## src/rtl/ldst_pkg.sv

```systemverilog
// Shared types and constants of the load/store unit.
`timescale 1ns / 1ps
package ldst_pkg;

    // Register file slots: B,C,D,E,H,L,(unused),A
    localparam logic [2:0] REG_B = 3'd0;
    localparam logic [2:0] REG_C = 3'd1;
    localparam logic [2:0] REG_D = 3'd2;
    localparam logic [2:0] REG_E = 3'd3;
    localparam logic [2:0] REG_H = 3'd4;
    localparam logic [2:0] REG_L = 3'd5;
    localparam logic [2:0] REG_M = 3'd6;
    localparam logic [2:0] REG_A = 3'd7;

    localparam logic [15:0] HIGH_PAGE = 16'hFF00;

    localparam logic [1:0] ST_DONE  = 2'd0;
    localparam logic [1:0] ST_AWAIT = 2'd1;
    localparam logic [1:0] ST_BAD   = 2'd2;

    localparam logic [1:0] ACC_NONE  = 2'd0;
    localparam logic [1:0] ACC_READ  = 2'd1;
    localparam logic [1:0] ACC_WRITE = 2'd2;

    // Opcodes decoded by name
    localparam logic [7:0] OPC_HALT    = 8'h76;
    localparam logic [7:0] OPC_LD_BC_A = 8'h02;
    localparam logic [7:0] OPC_LD_DE_A = 8'h12;
    localparam logic [7:0] OPC_LD_A_BC = 8'h0A;
    localparam logic [7:0] OPC_LD_A_DE = 8'h1A;
    localparam logic [7:0] OPC_LD_A_NN = 8'hFA;
    localparam logic [7:0] OPC_LD_NN_A = 8'hEA;
    localparam logic [7:0] OPC_LD_A_HC = 8'hF2;
    localparam logic [7:0] OPC_LD_HC_A = 8'hE2;
    localparam logic [7:0] OPC_LD_A_HN = 8'hF0;
    localparam logic [7:0] OPC_LD_HN_A = 8'hE0;
    localparam logic [7:0] OPC_LDI_A   = 8'h2A;
    localparam logic [7:0] OPC_LDD_A   = 8'h3A;
    localparam logic [7:0] OPC_LDI_M   = 8'h22;
    localparam logic [7:0] OPC_LDD_M   = 8'h32;
    localparam logic [7:0] OPC_LD_BC   = 8'h01;
    localparam logic [7:0] OPC_LD_DE   = 8'h11;
    localparam logic [7:0] OPC_LD_HL   = 8'h21;
    localparam logic [7:0] OPC_LD_SP   = 8'h31;
    localparam logic [7:0] OPC_SP_HL   = 8'hF9;
    localparam logic [7:0] OPC_HL_SPE  = 8'hF8;
    localparam logic [7:0] OPC_ST_SP   = 8'h08;

    // Command queue between decode and execute
    localparam int CQ_AW    = 2;
    localparam int CQ_DEPTH = 1 << CQ_AW;
    localparam int CQ_CW    = $clog2(CQ_DEPTH + 1);

    // Result queue at the output
    localparam int OQ_AW    = 2;
    localparam int OQ_DEPTH = 1 << OQ_AW;
    localparam int OQ_CW    = $clog2(OQ_DEPTH + 1);

    typedef enum logic [3:0] {
        OP_BAD,    // unsupported opcode
        OP_RET,    // read data coming back
        OP_MOVE,   // r <- r'
        OP_LDN,    // r <- n
        OP_STORE,  // (addr) <- r or n
        OP_LOAD,   // r <- (addr), read request
        OP_LD16,   // rr <- nn
        OP_SPHL,   // SP <- HL
        OP_HLSPE,  // HL <- SP + e
        OP_STSP    // (nn) <- SP, two writes
    } t_op;

    typedef enum logic [2:0] {
        ADDR_HL,
        ADDR_BC,
        ADDR_DE,
        ADDR_IMM,
        ADDR_HIC,
        ADDR_HIN
    } t_addr;

    typedef enum logic [1:0] {
        HL_KEEP,
        HL_INC,
        HL_DEC
    } t_hladj;

    typedef enum logic [1:0] {
        PAIR_BC,
        PAIR_DE,
        PAIR_HL,
        PAIR_SP
    } t_pair;

    typedef struct packed {
        t_op         op;
        t_addr       asel;
        t_hladj      hladj;
        t_pair       pair;
        logic [2:0]  dst;
        logic [2:0]  src;
        logic        use_imm;
        logic [1:0]  step;
        logic [2:0]  cycles;
        logic [15:0] imm;
        logic [7:0]  rdata;
    } t_cmd;

    typedef struct packed {
        logic [1:0]  status;
        logic [1:0]  kind;
        logic [15:0] addr;
        logic [7:0]  wdata;
        logic [2:0]  cycles;
        logic        last;
        logic [15:0] pc;
        logic [7:0]  acc;
        logic [15:0] hl;
        logic [15:0] sp;
        logic [3:0]  flags;
    } t_res;

endpackage

```

## src/rtl/cpu8_load_store_unit.sv

```systemverilog
// Top level of the 8-bit CPU load/store unit.
`timescale 1ns / 1ps
// Executes the load group of an LR35902-style CPU (LD r,r'; LD r,n; indirect
// loads and stores through BC, DE, HL; LD (nn); high-page forms through C or n;
// HL post-increment/decrement; LD rr,nn; LD SP,HL; LD HL,SP+e; LD (nn),SP).
// Both sides look like queues: an item is taken when push is high and
// full low, and a result leaves when pop is high and empty low. A new
// instruction item (i_operation 0) yields one result, LD (nn),SP yields two
// (low byte to nn, then high byte to nn+1, o_last marks the second). A load
// yields a read request with status "awaiting"; the requester returns the
// byte as an item with i_operation 1, which writes the target register and
// yields the finishing result with the machine-cycle count. A new instruction
// while a read is outstanding drops that read. The decoder writes into a
// four-entry command queue; the execute stage takes one command per clock
// whenever its four-entry result queue has room for two results, so the unit
// sustains one item per cycle while results are popped and no item yields
// two. The first result of an item passes the command queue, then enters
// the result queue to be popped; execution stalls only while more than two
// results are waiting. Register state and HL/PC updates happen in the execute
// stage; every result carries PC, A, HL, SP and flags as they stand after it.
module cpu8_load_store_unit (
    input  logic        i_clk,
    input  logic        i_rst_n,

    input  logic        push,
    output logic        full,
    input  logic        i_operation,
    input  logic [7:0]  i_opcode,
    input  logic [15:0] i_immediate,
    input  logic [7:0]  i_read_data,

    output logic        empty,
    input  logic        pop,
    output logic [1:0]  o_status,
    output logic [1:0]  o_access_kind,
    output logic [15:0] o_access_address,
    output logic [7:0]  o_write_data,
    output logic [2:0]  o_machine_cycles,
    output logic        o_last,
    output logic [15:0] o_program_counter_out,
    output logic [7:0]  o_accumulator_out,
    output logic [15:0] o_hl_out,
    output logic [15:0] o_stack_pointer_out,
    output logic [3:0]  o_flags_out
);

    ldst_pkg::t_cmd dec_cmd;
    ldst_pkg::t_cmd q_cmd;
    ldst_pkg::t_res res;
    logic           q_empty;
    logic           q_pop;

    // Front: classify the incoming item
    ldst_front u_front (
        .i_operation (i_operation),
        .i_opcode    (i_opcode),
        .i_immediate (i_immediate),
        .i_read_data (i_read_data),
        .o_cmd       (dec_cmd)
    );

    // Decouples acceptance from execution stalls
    ldst_queue u_queue (
        .i_clk   (i_clk),
        .i_rst_n (i_rst_n),
        .i_push  (push),
        .i_cmd   (dec_cmd),
        .o_full  (full),
        .i_pop   (q_pop),
        .o_cmd   (q_cmd),
        .o_empty (q_empty)
    );

    // Back: execute and queue results
    ldst_back u_back (
        .i_clk       (i_clk),
        .i_rst_n     (i_rst_n),
        .i_cmd       (q_cmd),
        .i_cmd_valid (!q_empty),
        .o_cmd_pop   (q_pop),
        .o_res       (res),
        .o_empty     (empty),
        .i_pop       (pop)
    );

    assign o_status              = res.status;
    assign o_access_kind         = res.kind;
    assign o_access_address      = res.addr;
    assign o_write_data          = res.wdata;
    assign o_machine_cycles      = res.cycles;
    assign o_last                = res.last;
    assign o_program_counter_out = res.pc;
    assign o_accumulator_out     = res.acc;
    assign o_hl_out              = res.hl;
    assign o_stack_pointer_out   = res.sp;
    assign o_flags_out           = res.flags;

endmodule

```

## src/rtl/ldst_front.sv

```systemverilog
// Decoder: classifies each item into an execute command.
`timescale 1ns / 1ps
module ldst_front (
    input  logic            i_operation,
    input  logic [7:0]      i_opcode,
    input  logic [15:0]     i_immediate,
    input  logic [7:0]      i_read_data,
    output ldst_pkg::t_cmd  o_cmd
);

    always_comb begin
        o_cmd         = '0;
        o_cmd.op      = ldst_pkg::OP_BAD;
        o_cmd.asel    = ldst_pkg::ADDR_HL;
        o_cmd.hladj   = ldst_pkg::HL_KEEP;
        o_cmd.pair    = ldst_pkg::PAIR_BC;
        o_cmd.dst     = ldst_pkg::REG_A;
        o_cmd.src     = ldst_pkg::REG_A;
        o_cmd.imm     = i_immediate;
        o_cmd.rdata   = i_read_data;
        o_cmd.cycles  = 3'd2;

        if (i_operation) begin
            o_cmd.op = ldst_pkg::OP_RET;
        end else if (i_opcode[7:6] == 2'b01 && i_opcode != ldst_pkg::OPC_HALT) begin
            o_cmd.dst  = i_opcode[5:3];
            o_cmd.src  = i_opcode[2:0];
            o_cmd.step = 2'd1;
            if (i_opcode[2:0] == ldst_pkg::REG_M) begin
                o_cmd.op = ldst_pkg::OP_LOAD;
            end else if (i_opcode[5:3] == ldst_pkg::REG_M) begin
                o_cmd.op = ldst_pkg::OP_STORE;
            end else begin
                o_cmd.op     = ldst_pkg::OP_MOVE;
                o_cmd.cycles = 3'd1;
            end
        end else if (i_opcode[7:6] == 2'b00 && i_opcode[2:0] == 3'b110) begin
            o_cmd.dst  = i_opcode[5:3];
            o_cmd.step = 2'd2;
            if (i_opcode[5:3] == ldst_pkg::REG_M) begin
                o_cmd.op      = ldst_pkg::OP_STORE;
                o_cmd.use_imm = 1'b1;
                o_cmd.cycles  = 3'd3;
            end else begin
                o_cmd.op = ldst_pkg::OP_LDN;
            end
        end else begin
            case (i_opcode)
                ldst_pkg::OPC_LD_A_BC: begin
                    o_cmd.op = ldst_pkg::OP_LOAD; o_cmd.asel = ldst_pkg::ADDR_BC;
                    o_cmd.step = 2'd1;
                end
                ldst_pkg::OPC_LD_A_DE: begin
                    o_cmd.op = ldst_pkg::OP_LOAD; o_cmd.asel = ldst_pkg::ADDR_DE;
                    o_cmd.step = 2'd1;
                end
                ldst_pkg::OPC_LD_BC_A: begin
                    o_cmd.op = ldst_pkg::OP_STORE; o_cmd.asel = ldst_pkg::ADDR_BC;
                    o_cmd.step = 2'd1;
                end
                ldst_pkg::OPC_LD_DE_A: begin
                    o_cmd.op = ldst_pkg::OP_STORE; o_cmd.asel = ldst_pkg::ADDR_DE;
                    o_cmd.step = 2'd1;
                end
                ldst_pkg::OPC_LD_A_NN: begin
                    o_cmd.op = ldst_pkg::OP_LOAD; o_cmd.asel = ldst_pkg::ADDR_IMM;
                    o_cmd.step = 2'd3; o_cmd.cycles = 3'd4;
                end
                ldst_pkg::OPC_LD_NN_A: begin
                    o_cmd.op = ldst_pkg::OP_STORE; o_cmd.asel = ldst_pkg::ADDR_IMM;
                    o_cmd.step = 2'd3; o_cmd.cycles = 3'd4;
                end
                ldst_pkg::OPC_LD_A_HC: begin
                    o_cmd.op = ldst_pkg::OP_LOAD; o_cmd.asel = ldst_pkg::ADDR_HIC;
                    o_cmd.step = 2'd1;
                end
                ldst_pkg::OPC_LD_HC_A: begin
                    o_cmd.op = ldst_pkg::OP_STORE; o_cmd.asel = ldst_pkg::ADDR_HIC;
                    o_cmd.step = 2'd1;
                end
                ldst_pkg::OPC_LD_A_HN: begin
                    o_cmd.op = ldst_pkg::OP_LOAD; o_cmd.asel = ldst_pkg::ADDR_HIN;
                    o_cmd.step = 2'd2; o_cmd.cycles = 3'd3;
                end
                ldst_pkg::OPC_LD_HN_A: begin
                    o_cmd.op = ldst_pkg::OP_STORE; o_cmd.asel = ldst_pkg::ADDR_HIN;
                    o_cmd.step = 2'd2; o_cmd.cycles = 3'd3;
                end
                ldst_pkg::OPC_LDI_A: begin
                    o_cmd.op = ldst_pkg::OP_LOAD; o_cmd.hladj = ldst_pkg::HL_INC;
                    o_cmd.step = 2'd1;
                end
                ldst_pkg::OPC_LDD_A: begin
                    o_cmd.op = ldst_pkg::OP_LOAD; o_cmd.hladj = ldst_pkg::HL_DEC;
                    o_cmd.step = 2'd1;
                end
                ldst_pkg::OPC_LDI_M: begin
                    o_cmd.op = ldst_pkg::OP_STORE; o_cmd.hladj = ldst_pkg::HL_INC;
                    o_cmd.step = 2'd1;
                end
                ldst_pkg::OPC_LDD_M: begin
                    o_cmd.op = ldst_pkg::OP_STORE; o_cmd.hladj = ldst_pkg::HL_DEC;
                    o_cmd.step = 2'd1;
                end
                ldst_pkg::OPC_LD_BC: begin
                    o_cmd.op = ldst_pkg::OP_LD16; o_cmd.pair = ldst_pkg::PAIR_BC;
                    o_cmd.step = 2'd3; o_cmd.cycles = 3'd3;
                end
                ldst_pkg::OPC_LD_DE: begin
                    o_cmd.op = ldst_pkg::OP_LD16; o_cmd.pair = ldst_pkg::PAIR_DE;
                    o_cmd.step = 2'd3; o_cmd.cycles = 3'd3;
                end
                ldst_pkg::OPC_LD_HL: begin
                    o_cmd.op = ldst_pkg::OP_LD16; o_cmd.pair = ldst_pkg::PAIR_HL;
                    o_cmd.step = 2'd3; o_cmd.cycles = 3'd3;
                end
                ldst_pkg::OPC_LD_SP: begin
                    o_cmd.op = ldst_pkg::OP_LD16; o_cmd.pair = ldst_pkg::PAIR_SP;
                    o_cmd.step = 2'd3; o_cmd.cycles = 3'd3;
                end
                ldst_pkg::OPC_SP_HL: begin
                    o_cmd.op = ldst_pkg::OP_SPHL; o_cmd.step = 2'd1;
                end
                ldst_pkg::OPC_HL_SPE: begin
                    o_cmd.op = ldst_pkg::OP_HLSPE; o_cmd.step = 2'd2; o_cmd.cycles = 3'd3;
                end
                ldst_pkg::OPC_ST_SP: begin
                    o_cmd.op = ldst_pkg::OP_STSP; o_cmd.step = 2'd3; o_cmd.cycles = 3'd5;
                end
                default: begin
                    o_cmd.op = ldst_pkg::OP_BAD;
                end
            endcase
        end
    end

endmodule

```

## src/rtl/ldst_queue.sv

```systemverilog
// Short command queue between decode and execute.
`timescale 1ns / 1ps
module ldst_queue (
    input  logic            i_clk,
    input  logic            i_rst_n,
    input  logic            i_push,
    input  ldst_pkg::t_cmd  i_cmd,
    output logic            o_full,
    input  logic            i_pop,
    output ldst_pkg::t_cmd  o_cmd,
    output logic            o_empty
);

    ldst_pkg::t_cmd                  r_mem [ldst_pkg::CQ_DEPTH];
    logic [ldst_pkg::CQ_AW-1:0]      r_wp;
    logic [ldst_pkg::CQ_AW-1:0]      r_rp;
    logic [ldst_pkg::CQ_CW-1:0]      r_cnt;
    logic                            wr_en;
    logic                            rd_en;

    assign o_full  = (r_cnt == ldst_pkg::CQ_CW'(ldst_pkg::CQ_DEPTH));
    assign o_empty = (r_cnt == '0);
    assign wr_en   = i_push && !o_full;
    assign rd_en   = i_pop && !o_empty;
    assign o_cmd   = r_mem[r_rp];

    always_ff @(posedge i_clk) begin
        if (wr_en) begin
            r_mem[r_wp] <= i_cmd;
        end
    end

    always_ff @(posedge i_clk) begin
        if (!i_rst_n) begin
            r_wp  <= '0;
            r_rp  <= '0;
            r_cnt <= '0;
        end else begin
            if (wr_en) begin
                r_wp <= r_wp + 1'b1;
            end
            if (rd_en) begin
                r_rp <= r_rp + 1'b1;
            end
            r_cnt <= r_cnt + ldst_pkg::CQ_CW'(wr_en) - ldst_pkg::CQ_CW'(rd_en);
        end
    end

endmodule

```

## src/rtl/ldst_back.sv

```systemverilog
// Execute stage: register state, access generation and result queue.
`timescale 1ns / 1ps
module ldst_back (
    input  logic            i_clk,
    input  logic            i_rst_n,
    input  ldst_pkg::t_cmd  i_cmd,
    input  logic            i_cmd_valid,
    output logic            o_cmd_pop,
    output ldst_pkg::t_res  o_res,
    output logic            o_empty,
    input  logic            i_pop
);

    localparam logic [ldst_pkg::OQ_CW-1:0] OQ_ROOM = ldst_pkg::OQ_CW'(ldst_pkg::OQ_DEPTH - 2);

    logic [7:0]  r_regs [8];
    logic [15:0] r_sp;
    logic [15:0] r_pc;
    logic [3:0]  r_flags;
    logic        r_await;
    logic [2:0]  r_tgt;
    logic [2:0]  r_pcyc;

    logic [7:0]  n_regs [8];
    logic [15:0] n_sp;
    logic [15:0] n_pc;
    logic [3:0]  n_flags;
    logic        n_await;
    logic [2:0]  n_tgt;
    logic [2:0]  n_pcyc;

    ldst_pkg::t_res                r_out [ldst_pkg::OQ_DEPTH];
    logic [ldst_pkg::OQ_AW-1:0]    r_wp;
    logic [ldst_pkg::OQ_AW-1:0]    r_rp;
    logic [ldst_pkg::OQ_CW-1:0]    r_cnt;

    ldst_pkg::t_res res0;
    ldst_pkg::t_res res1;
    logic           two;
    logic           take;
    logic           out_pop;
    logic [15:0]    hl;
    logic [15:0]    hl_new;
    logic [15:0]    base_addr;
    logic [7:0]     src_val;
    logic [4:0]     lo_nib;
    logic [8:0]     lo_byte;

    assign take      = i_cmd_valid && (r_cnt <= OQ_ROOM);
    assign o_cmd_pop = take;
    assign out_pop   = i_pop && !o_empty;
    assign o_empty   = (r_cnt == '0);
    assign o_res     = r_out[r_rp];

    assign hl      = {r_regs[ldst_pkg::REG_H], r_regs[ldst_pkg::REG_L]};
    assign src_val = r_regs[i_cmd.src];
    assign lo_nib  = {1'b0, r_sp[3:0]} + {1'b0, i_cmd.imm[3:0]};
    assign lo_byte = {1'b0, r_sp[7:0]} + {1'b0, i_cmd.imm[7:0]};

    always_comb begin
        case (i_cmd.asel)
            ldst_pkg::ADDR_HL:  base_addr = hl;
            ldst_pkg::ADDR_BC:  base_addr = {r_regs[ldst_pkg::REG_B], r_regs[ldst_pkg::REG_C]};
            ldst_pkg::ADDR_DE:  base_addr = {r_regs[ldst_pkg::REG_D], r_regs[ldst_pkg::REG_E]};
            ldst_pkg::ADDR_IMM: base_addr = i_cmd.imm;
            ldst_pkg::ADDR_HIC: base_addr = ldst_pkg::HIGH_PAGE | {8'h00, r_regs[ldst_pkg::REG_C]};
            ldst_pkg::ADDR_HIN: base_addr = ldst_pkg::HIGH_PAGE | {8'h00, i_cmd.imm[7:0]};
            default:            base_addr = hl;
        endcase
    end

    always_comb begin
        case (i_cmd.hladj)
            ldst_pkg::HL_INC: hl_new = hl + 16'd1;
            ldst_pkg::HL_DEC: hl_new = hl - 16'd1;
            default:          hl_new = hl;
        endcase
    end

    always_comb begin
        n_regs  = r_regs;
        n_sp    = r_sp;
        n_pc    = r_pc;
        n_flags = r_flags;
        n_await = r_await;
        n_tgt   = r_tgt;
        n_pcyc  = r_pcyc;
        two     = 1'b0;
        res0    = '0;
        res0.status = ldst_pkg::ST_DONE;
        res0.kind   = ldst_pkg::ACC_NONE;
        res0.cycles = i_cmd.cycles;
        res0.last   = 1'b1;

        if (i_cmd.op == ldst_pkg::OP_RET) begin
            if (!r_await) begin
                res0.status = ldst_pkg::ST_BAD;
                res0.cycles = 3'd0;
            end else begin
                n_regs[r_tgt] = i_cmd.rdata;
                n_await       = 1'b0;
                res0.cycles   = r_pcyc;
            end
        end else begin
            // any new instruction drops a pending read
            n_await = 1'b0;
            n_pc    = r_pc + {14'd0, i_cmd.step};
            if (i_cmd.hladj != ldst_pkg::HL_KEEP) begin
                n_regs[ldst_pkg::REG_H] = hl_new[15:8];
                n_regs[ldst_pkg::REG_L] = hl_new[7:0];
            end
            case (i_cmd.op)
                ldst_pkg::OP_MOVE: n_regs[i_cmd.dst] = src_val;
                ldst_pkg::OP_LDN:  n_regs[i_cmd.dst] = i_cmd.imm[7:0];
                ldst_pkg::OP_STORE: begin
                    res0.kind  = ldst_pkg::ACC_WRITE;
                    res0.addr  = base_addr;
                    res0.wdata = i_cmd.use_imm ? i_cmd.imm[7:0] : src_val;
                end
                ldst_pkg::OP_LOAD: begin
                    res0.kind   = ldst_pkg::ACC_READ;
                    res0.addr   = base_addr;
                    res0.status = ldst_pkg::ST_AWAIT;
                    res0.cycles = 3'd0;
                    n_await     = 1'b1;
                    n_tgt       = i_cmd.dst;
                    n_pcyc      = i_cmd.cycles;
                end
                ldst_pkg::OP_LD16: begin
                    case (i_cmd.pair)
                        ldst_pkg::PAIR_BC: begin
                            n_regs[ldst_pkg::REG_B] = i_cmd.imm[15:8];
                            n_regs[ldst_pkg::REG_C] = i_cmd.imm[7:0];
                        end
                        ldst_pkg::PAIR_DE: begin
                            n_regs[ldst_pkg::REG_D] = i_cmd.imm[15:8];
                            n_regs[ldst_pkg::REG_E] = i_cmd.imm[7:0];
                        end
                        ldst_pkg::PAIR_HL: begin
                            n_regs[ldst_pkg::REG_H] = i_cmd.imm[15:8];
                            n_regs[ldst_pkg::REG_L] = i_cmd.imm[7:0];
                        end
                        default: n_sp = i_cmd.imm;
                    endcase
                end
                ldst_pkg::OP_SPHL: n_sp = hl;
                ldst_pkg::OP_HLSPE: begin
                    {n_regs[ldst_pkg::REG_H], n_regs[ldst_pkg::REG_L]} =
                        r_sp + {{8{i_cmd.imm[7]}}, i_cmd.imm[7:0]};
                    n_flags = {2'b00, lo_nib[4], lo_byte[8]};
                end
                ldst_pkg::OP_STSP: begin
                    res0.kind   = ldst_pkg::ACC_WRITE;
                    res0.addr   = i_cmd.imm;
                    res0.wdata  = r_sp[7:0];
                    res0.cycles = 3'd0;
                    res0.last   = 1'b0;
                    two         = 1'b1;
                end
                default: begin
                    // unsupported: only the pending read is dropped
                    res0.status = ldst_pkg::ST_BAD;
                    res0.cycles = 3'd0;
                    n_pc        = r_pc;
                end
            endcase
        end

        res0.pc    = n_pc;
        res0.acc   = n_regs[ldst_pkg::REG_A];
        res0.hl    = {n_regs[ldst_pkg::REG_H], n_regs[ldst_pkg::REG_L]};
        res0.sp    = n_sp;
        res0.flags = n_flags;

        res1        = res0;
        res1.addr   = i_cmd.imm + 16'd1;
        res1.wdata  = r_sp[15:8];
        res1.cycles = i_cmd.cycles;
        res1.last   = 1'b1;
    end

    always_ff @(posedge i_clk) begin
        if (take) begin
            r_out[r_wp] <= res0;
            if (two) begin
                r_out[r_wp + 1'b1] <= res1;
            end
        end
    end

    always_ff @(posedge i_clk) begin
        if (!i_rst_n) begin
            for (int i = 0; i < 8; i++) begin
                r_regs[i] <= '0;
            end
            r_sp    <= '0;
            r_pc    <= '0;
            r_flags <= '0;
            r_await <= 1'b0;
            r_tgt   <= '0;
            r_pcyc  <= '0;
            r_wp    <= '0;
            r_rp    <= '0;
            r_cnt   <= '0;
        end else begin
            if (take) begin
                r_regs  <= n_regs;
                r_sp    <= n_sp;
                r_pc    <= n_pc;
                r_flags <= n_flags;
                r_await <= n_await;
                r_tgt   <= n_tgt;
                r_pcyc  <= n_pcyc;
                r_wp    <= r_wp + (two ? ldst_pkg::OQ_AW'(2) : ldst_pkg::OQ_AW'(1));
            end
            if (out_pop) begin
                r_rp <= r_rp + 1'b1;
            end
            r_cnt <= r_cnt
                     + (take ? (two ? ldst_pkg::OQ_CW'(2) : ldst_pkg::OQ_CW'(1))
                             : ldst_pkg::OQ_CW'(0))
                     - ldst_pkg::OQ_CW'(out_pop);
        end
    end

    a_cnt_bound: assert property (@(posedge i_clk) disable iff (!i_rst_n)
        r_cnt <= ldst_pkg::OQ_CW'(ldst_pkg::OQ_DEPTH))
        else $error("result queue overflow");

    a_take_room: assert property (@(posedge i_clk) disable iff (!i_rst_n)
        take |-> (r_cnt <= OQ_ROOM))
        else $error("command taken without room for two results");

    a_load_pending: assert property (@(posedge i_clk) disable iff (!i_rst_n)
        (take && i_cmd.op == ldst_pkg::OP_LOAD) |=> r_await)
        else $error("read request issued without pending state");

    a_slot_unused: assert property (@(posedge i_clk) disable iff (!i_rst_n)
        r_regs[ldst_pkg::REG_M] == 8'h00)
        else $error("unused register slot written");

endmodule
```

## config.mk

```make
export PLATFORM = sky130hd
export DESIGN_NAME = cpu8_load_store_unit
export DESIGN_NICKNAME = d
export VERILOG_FILES = /design/src/rtl/ldst_pkg.sv /design/src/rtl/cpu8_load_store_unit.sv /design/src/rtl/ldst_front.sv /design/src/rtl/ldst_queue.sv /design/src/rtl/ldst_back.sv
export SDC_FILE = /design/constraint.sdc
export NUM_CORES = 1
export LEC_CHECK = 0
export ABC_AREA = 0
export CAP_MARGIN = 40
export CORE_MARGIN = 2
export CORE_UTILIZATION = 65
export CTS_BUF_LIST = sky130_fd_sc_hd__clkbuf_4 sky130_fd_sc_hd__clkbuf_8 sky130_fd_sc_hd__clkbuf_16
export DETAILED_ROUTE_END_ITERATION = 10
export DONT_BUFFER_PORTS = 1
export PLACE_DENSITY = 0.92
export SLEW_MARGIN = 20
export SYNTH_ARGS = -nofsm -noshare
export SYNTH_HDL_FRONTEND = slang
export SYNTH_SLANG_ARGS = --single-unit
```

## constraint.sdc

```tcl
create_clock -name i_clk -period 16.8 [get_ports i_clk]
set_input_delay 1.68 -clock i_clk [delete_from_list [all_inputs] [get_ports i_clk]]
set_output_delay 1.68 -clock i_clk [all_outputs]
set_load 0.005 [all_outputs]
```

==> qor.csv, run 1 <==
metric,value,unit
clk sinks,681,
minimum clock period,5.592,ns
Post-Syn Nets,2975,
CTS Buffer Depth,3,
Die Span Y,233.3,µm
final wirelength,113.7,mm
most frequent cells in the layout,"edfxtp_1, nor2_1, nand2_1",
"FFs w/ async S/R, synth",0,%
# diodes,0,
Crit Path Max Fanout,47,
Starting Density,65.45,%
worst slew pin tran,1.137,ns
HP Start,u_back.r_regs[10]$_SDFFE_PN0P_,
Placeable Area,52240,µm²
clock network latency to the later pin of the worst-skew pair,0.64,ns
outcome,"complete, no violations",
post-route ant nets,0,
Fmax,0.1788,GHz
Worst Hold End,u_back.r_regs[10]$_SDFFE_PN0P_,
final hold violation count,0,
row cnt,84,
Synth Area in XOR/XNOR,2.101,%
antenna violations before repair,3,
largest net degree at the start of global routing,127,
slew margin rel.,24.22,%
first-pass GRT wire length,164.8,mm
share of the synthesized area in the top cell type,48.48,%
H-tree depth,3,
Remaining DRCs,0,
area grow syn2layout,8.856,%
CTS tree,done,
WHS,0.4729,ns
cts hold-fix bufs,0,
WL/cell,31.77,µm
"Primary FF master, synth",edfxtp_1,
Vias,27081,
routability cong.,0.9881,
clk_skew,0.04715,ns
Worst Path Required,17.10,ns
vias per std cell,7.569,
Seq cells post-synth,681,
layout filler cell count,3205,
number of global-route vias before repair,25729,
worst hold stages,2,
VDD IR max,0.0001125,V
RSZ-0062 raised after global routing,false,
placed wire-length estimate,70.09,mm
Setup Buffers After CTS,0,
Synth Warn #,0,
io pins,131,
Leakage,12.23,nW
die area,54450,µm²
Multi-input gate area,14070,µm²
R2R cell count,16,
layout cells sized above 1,13.63,%
post-synthesis simple-gate area fraction,12.76,%
DIE WIDTH,233.3,µm
CP startpoint kind,flop,
worst path arrival time,5.89,ns
Synth Area in Compound Gates,12.87,%
number of port buffers,0,
initial drt markers,4920,
post-synth cell types,96,
Setup TNS,0,ns
Post-Syn Area,34190,µm²
GRT Overall Usage,41.16,%
CTS Buf Count,69,
part of the cycle the worst path needs,33.28,%
worst min path class,flop to flop,
Crit Reg-Reg Endpoint,u_back.r_out[2][34]$_DFFE_PP_,
"commonest non-fill, non-tap cell in the layout",edfxtp_1,
Post-synth EDFFs,552,
"area leader, netlist",edfxtp_1,
GRT overflow,0,
Clock Tree Root,clkbuf_16,
Pre-antenna DRT Iters,10,
synth top area cells,"edfxtp_1, mux4_2, dfxtp_1, nor2_1, a21oi_1",
main combinational cell family by area after synthesis,compound AO/OA/AOI/OAI gates,
Syn Area/Cell,11.78,µm²
Worst setup EP type,flop,
Final nets,2907,
cells after synthesis,2902,
PD cells,187.2,nW/µm²
count of final setup violators,0,
post-synthesis sequential area ratio,56.03,%
cts repair resizes,0,
critical path class,flop to flop,
Synth Area in Adders,1.405,%
"CTS clk-pin slew, worst paths",0.06,ns
Pins Over Slew Limit,0,
Max Cap Viol,0,
post-synthesis mux area share,11.80,%
Worst R2R Setup Slack,11.21,ns
Sequential cell area,19170,µm²
-- registers in the layout, summed over array words and instances, names as in the netlist, named ones only --
name	flops
u_queue.r_rp	2
u_queue.r_wp	2
u_back.hl	16
u_back.r_await	1
u_back.r_regs	48
u_back.r_rp	2
u_back.r_flags	4
u_back.r_cnt	3
u_back.r_pcyc	3
u_back.r_wp	2
u_queue.r_mem	188
u_back.r_sp	16
u_queue.r_cnt	3
u_back.r_pc	16
u_back.r_tgt	3
u_back.r_out	368
-- report_power, final --
part           switching [mW]  leakage [nW]  internal [mW]
registers               0.241          6.15           2.24
logic                    2.02          4.96          0.921
clock network           0.686          1.12          0.861
total                    2.95          12.2           4.02
-- synth_stat cells (all sizes together), types with 15 or more instances --
cell / count
edfxtp: 552
nand2: 201
a31oi: 15
a21oi: 184
xnor2: 59
mux2i: 73
a22o: 37
a21boi: 18
mux4: 142
and2: 65
a221oi: 25
buf: 51
xor2: 23
nand3: 57
o22ai: 87
nor2: 422
nand2b: 23
o21ai: 156
and3: 27
nor2b: 28
clkbuf: 159
or3: 18
ha: 32
nor3: 45
inv: 49
o211ai: 18
dfxtp: 129
a222oi: 16
-- cell type report --
type,instances,share of cell area (%)
inverter,50,0.5312
sequential,681,51.51
timing repair buffer,71,1.859
multi-input combinational,1961,37.80
clock inverter,38,0.8808
tap,688,2.313
clock buffer,89,5.110
-- metal layers --
metal,share of wire [%],GRT usage (%)
met1,34,54.39
met2,46,64.09
met3,13,8.093
met4,7.3,23.69
met5,0.012,0
-- stage by stage --
step | total power, mW | cell area, µm² | cells | worst slack [ns] | util, %
3_3_place_gp | 5.073 | 34610 | 3422 | 11.36 | 66.26
5_1_grt | 7.138 | 37220 | 3578 | 10.86 | 71.25
2_1_floorplan | 4.263 | 34190 | 2902 | 10.69 | -
6_report | 6.969 | 37220 | 3578 | 11.21 | 71.25
3_5_place_dp | 5.212 | 34770 | 3433 | 11.29 | 66.57
4_1_cts | 6.775 | 37000 | 3560 | 11.20 | 70.84
-- worst max-delay path, cell delays in order (launching register included) --
cell	delay, ns
dfxtp_4	0.60
buf_4	0.58
mux4_2	0.59
inv_1	0.11
ha_1	0.15
buf_4	0.38
xor2_1	0.20
ha_1	0.21
a21boi_0	0.19
o22ai_1	0.15
nor2_1	0.32
a21oi_1	0.25
or4b_2	0.65
nand3_1	0.13
o211ai_1	0.14
a21oi_1	0.46
nor3_1	0.15
-- logic make-up after synthesis --
logic type / count (synthesis)
compound gates: 673
xor+xnor: 82
fa+ha+maj: 36
buf+inv: 260
flops: 681
mux: 224
simple gates: 946
-- worst max-delay path by stage --
| stage | startpoint | endpoint | slack (ns) |
|---|---|---|---|
| after floorplan | flop | u_back.r_out[0][34]$_DFFE_PP_ | 10.69 |
| after global placement | flop | u_back.r_out[2][35]$_DFFE_PP_ | 11.36 |
| after detailed placement | flop | u_back.r_out[3][35]$_DFFE_PP_ | 11.29 |
| after CTS | flop | u_back.r_out[3][35]$_DFFE_PP_ | 11.20 |
| after global routing | flop | u_back.r_out[2][34]$_DFFE_PP_ | 10.86 |
| final | flop | u_back.r_out[2][34]$_DFFE_PP_ | 11.21 |
No activity file was read; power rests on OpenSTA's default activity.
==> inputs of run 2 (changes only) <==
Settings changed: CORE_UTILIZATION 65 to 64, PLACE_DENSITY 0.92 to 0.91.
Clock period 16.8 ns to 5.8 ns, I/O delays scaled along.
==> qor.csv, run 2 (synthesis gave the netlist of run 1 again) <==
metric,value,unit,change
first-pass GRT wire length,160.0,mm,was 164.8 mm
initial drt markers,4195,,was 4920
Crit Path Max Fanout,22,,was 47
worst path bufs/invs,1,,was 3
die area,55290,µm²,was 54450 µm²
H-tree depth,3,,unchanged
vias per std cell,7.331,,was 7.569
CP Depth,14,,was 16
layout cells sized above 1,14.20,%,was 13.63%
Worst Path Required,6.14,ns,was 17.10 ns
minimum clock period,4.951,ns,was 5.592 ns
WHS,0.04493,ns,was 0.4729 ns
"CTS clk-pin slew, worst paths",0.06,ns,about the same
largest net degree at the start of global routing,127,,unchanged
part of the cycle the worst path needs,85.36,%,was 33.28%
WL/cell,30.24,µm,was 31.77 µm
max reg flops,368,,unchanged
cts hold-fix bufs,0,,unchanged
biggest regs,"u_back.r_out x368, u_queue.r_mem x188, u_back.r_regs x48",,unchanged
count of final setup violators,0,,unchanged
R2R cell count,14,,was 16
Pre-antenna DRT Iters,6,,was 10
GRT Overall Usage,38.60,%,was 41.16%
number of port buffers,0,,unchanged
Crit Reg-Reg Endpoint,u_back.r_out[0][34]$_DFFE_PP_,,was u_back.r_out[2][34]$_DFFE_PP_
routability cong.,1.048,,was 0.9881
crit path max-delay cell type,or4b_2,,unchanged
Remaining DRCs,0,,unchanged
HP Start,i_immediate[6],,was u_back.r_regs[10]$_SDFFE_PN0P_
Max Cap Viol,0,,unchanged
critical path class,flop to flop,,unchanged
Vias,26364,,was 27081
Fmax,0.2020,GHz,was 0.1788 GHz
# diodes,0,,unchanged
Top Family by Delay on Critical Path,simple AND/OR/NAND/NOR gates,,unchanged
Clock Tree Root,clkbuf_16,,unchanged
CTS tree,done,,unchanged
"commonest non-fill, non-tap cell in the layout",edfxtp_1,,unchanged
final hold violation count,0,,unchanged
RSZ-0062 raised after global routing,false,,unchanged
io pins,131,,unchanged
Sequential Power Share,35.1,%,was 35.6%
slew margin rel.,27.59,%,was 24.22%
Final nets,2925,,was 2907
Sw Pwr,8.368,mW,was 2.948 mW
Leakage,12.32,nW,was 12.23 nW
Setup Buffers After CTS,0,,unchanged
Starting Density,64.93,%,was 65.45%
layout filler cell count,3308,,was 3205
Worst R2R Setup Slack,0.85,ns,was 11.21 ns
GRT overflow,0,,unchanged
worst path arrival time,5.29,ns,was 5.89 ns
Max stage delay on crit path,0.64,ns,was 0.65 ns
area grow syn2layout,9.383,%,was 8.856%
clock network latency to the later pin of the worst-skew pair,0.65,ns,was 0.64 ns
outcome,"complete, no violations",,unchanged
most frequent cells in the layout,"edfxtp_1, nor2_1, nand2_1",,unchanged
Switching Share,41.66,%,was 42.31%
CP startpoint kind,flop,,unchanged
antenna violations before repair,1,,was 3
worst min path class,input pin to flop,,was flop to flop
CTS Buffer Depth,3,,unchanged
VDD IR max,0.0004256,V,was 0.0001125 V
Pins Over Slew Limit,0,,unchanged
Internal,11.72,mW,was 4.020 mW
Comb power frac,42.5,%,was 42.2%
Setup TNS,0,ns,unchanged
most flop-heavy register,u_back.r_out,,unchanged
post-route ant nets,0,,unchanged
PD cells,537.1,nW/µm²,was 187.2 nW/µm²
final wirelength,108.7,mm,was 113.7 mm
row cnt,84,,unchanged
CTS Buf Count,69,,unchanged
DIE WIDTH,235.1,µm,was 233.3 µm
clk_skew,0.04239,ns,was 0.04715 ns
number of global-route vias before repair,25219,,was 25729
cts repair resizes,0,,unchanged
end of the critical path,u_back.r_out[0][34]$_DFFE_PP_,,was u_back.r_out[2][34]$_DFFE_PP_
placed wire-length estimate,70.55,mm,was 70.09 mm
Worst setup EP type,flop,,unchanged
cells along the critical path,mux4_2 > inv_1 > ha_1 > xor2_1 > ha_1 > a21boi_0 > o22ai_1 > nor2_1 > a21oi_1 > or4b_2 > nand3_1 > o211ai_1 > a21oi_1 > nor3_1,,was buf_4 > mux4_2 > inv_1 > ha_1 > buf_4 > xor2_1 > ha_1 > a21boi_0 > o22ai_1 > nor2_1 > a21oi_1 > or4b_2 > nand3_1 > o211ai_1 > a21oi_1 > nor3_1
Die Span Y,235.1,µm,was 233.3 µm
clock share of power,22.5,%,was 22.2%
worst slew pin tran,1.086,ns,was 1.137 ns
Placeable Area,52660,µm²,was 52240 µm²
clk sinks,681,,unchanged
## run 2: changes by cell type in the layout (fill, tap and decap cells not counted), sizes merged
cell and delta:
clkinv +5, clkinvlp +2, inv -6, bufinv +1, clkbuf -1, dlymetal6s2s -1
buf +18
## run 2: stage by stage
step | cell area (µm²) | setup WS [ns] | utilization, % | std cells | power (mW)
2_1_floorplan | 34200 | 0.06612 | - | 2902 | 12.35
3_3_place_gp | 34900 | 1.049 | 66.27 | 3454 | 14.86
3_5_place_dp | 34970 | 0.9341 | 66.42 | 3461 | 15.17
4_1_cts | 37310 | 0.9222 | 70.85 | 3588 | 19.71
5_1_grt | 37400 | 0.5617 | 71.02 | 3596 | 20.67
6_report | 37400 | 0.8492 | 71.02 | 3596 | 20.09
## run 2: cell type report
| type | count | area, µm² | area share, % |
|---|---|---|---|
| tap | 688 | 860.8 | 2.302 |
| timing repair buffer | 89 | 775.7 | 2.074 |
| multi-input combinational | 1961 | 14060 | 37.60 |
| clock inverter | 40 | 444.2 | 1.188 |
| inverter | 50 | 197.7 | 0.5286 |
| sequential | 681 | 19170 | 51.26 |
| clock buffer | 87 | 1887 | 5.045 |
## run 2: worst min-delay path by stage
stage	to	slack, ns	cells after the start
floorplan	u_back.r_out[2][60]$_SDFFE_PP1P_	0.43	2
global placement	u_back.r_out[1][60]$_SDFFE_PP1P_	0.44	2
detailed placement	u_back.r_out[3][60]$_SDFFE_PP1P_	0.46	2
CTS	u_queue.r_mem[0][14]$_DFFE_PP_	0.04	0
global route	u_queue.r_mem[0][14]$_DFFE_PP_	0.04	0
finish	u_queue.r_mem[0][14]$_DFFE_PP_	0.04	0
## run 2: power groups by stage
stage / Sequential [mW] / Combinational (mW) / Clock (mW)
after CTS: 7.07 / 8.12 / 4.52
after detailed placement: 7.15 / 8.02 / 0
after global routing: 7.09 / 8.86 / 4.72
final: 7.05 / 8.53 / 4.51
after global placement: 7.07 / 7.79 / 0
after floorplan: 6.83 / 5.52 / 0
## run 2: layer usage
metal / track usage, % / vias up / routed length, µm
li1: - / 10860 / -
met1: 51.21 / 12696 / 37870
met2: 60.84 / 2355 / 49950
met3: 8.466 / 451 / 14290
met4: 19.04 / 2 / 6620
met5: 0 / - / 11
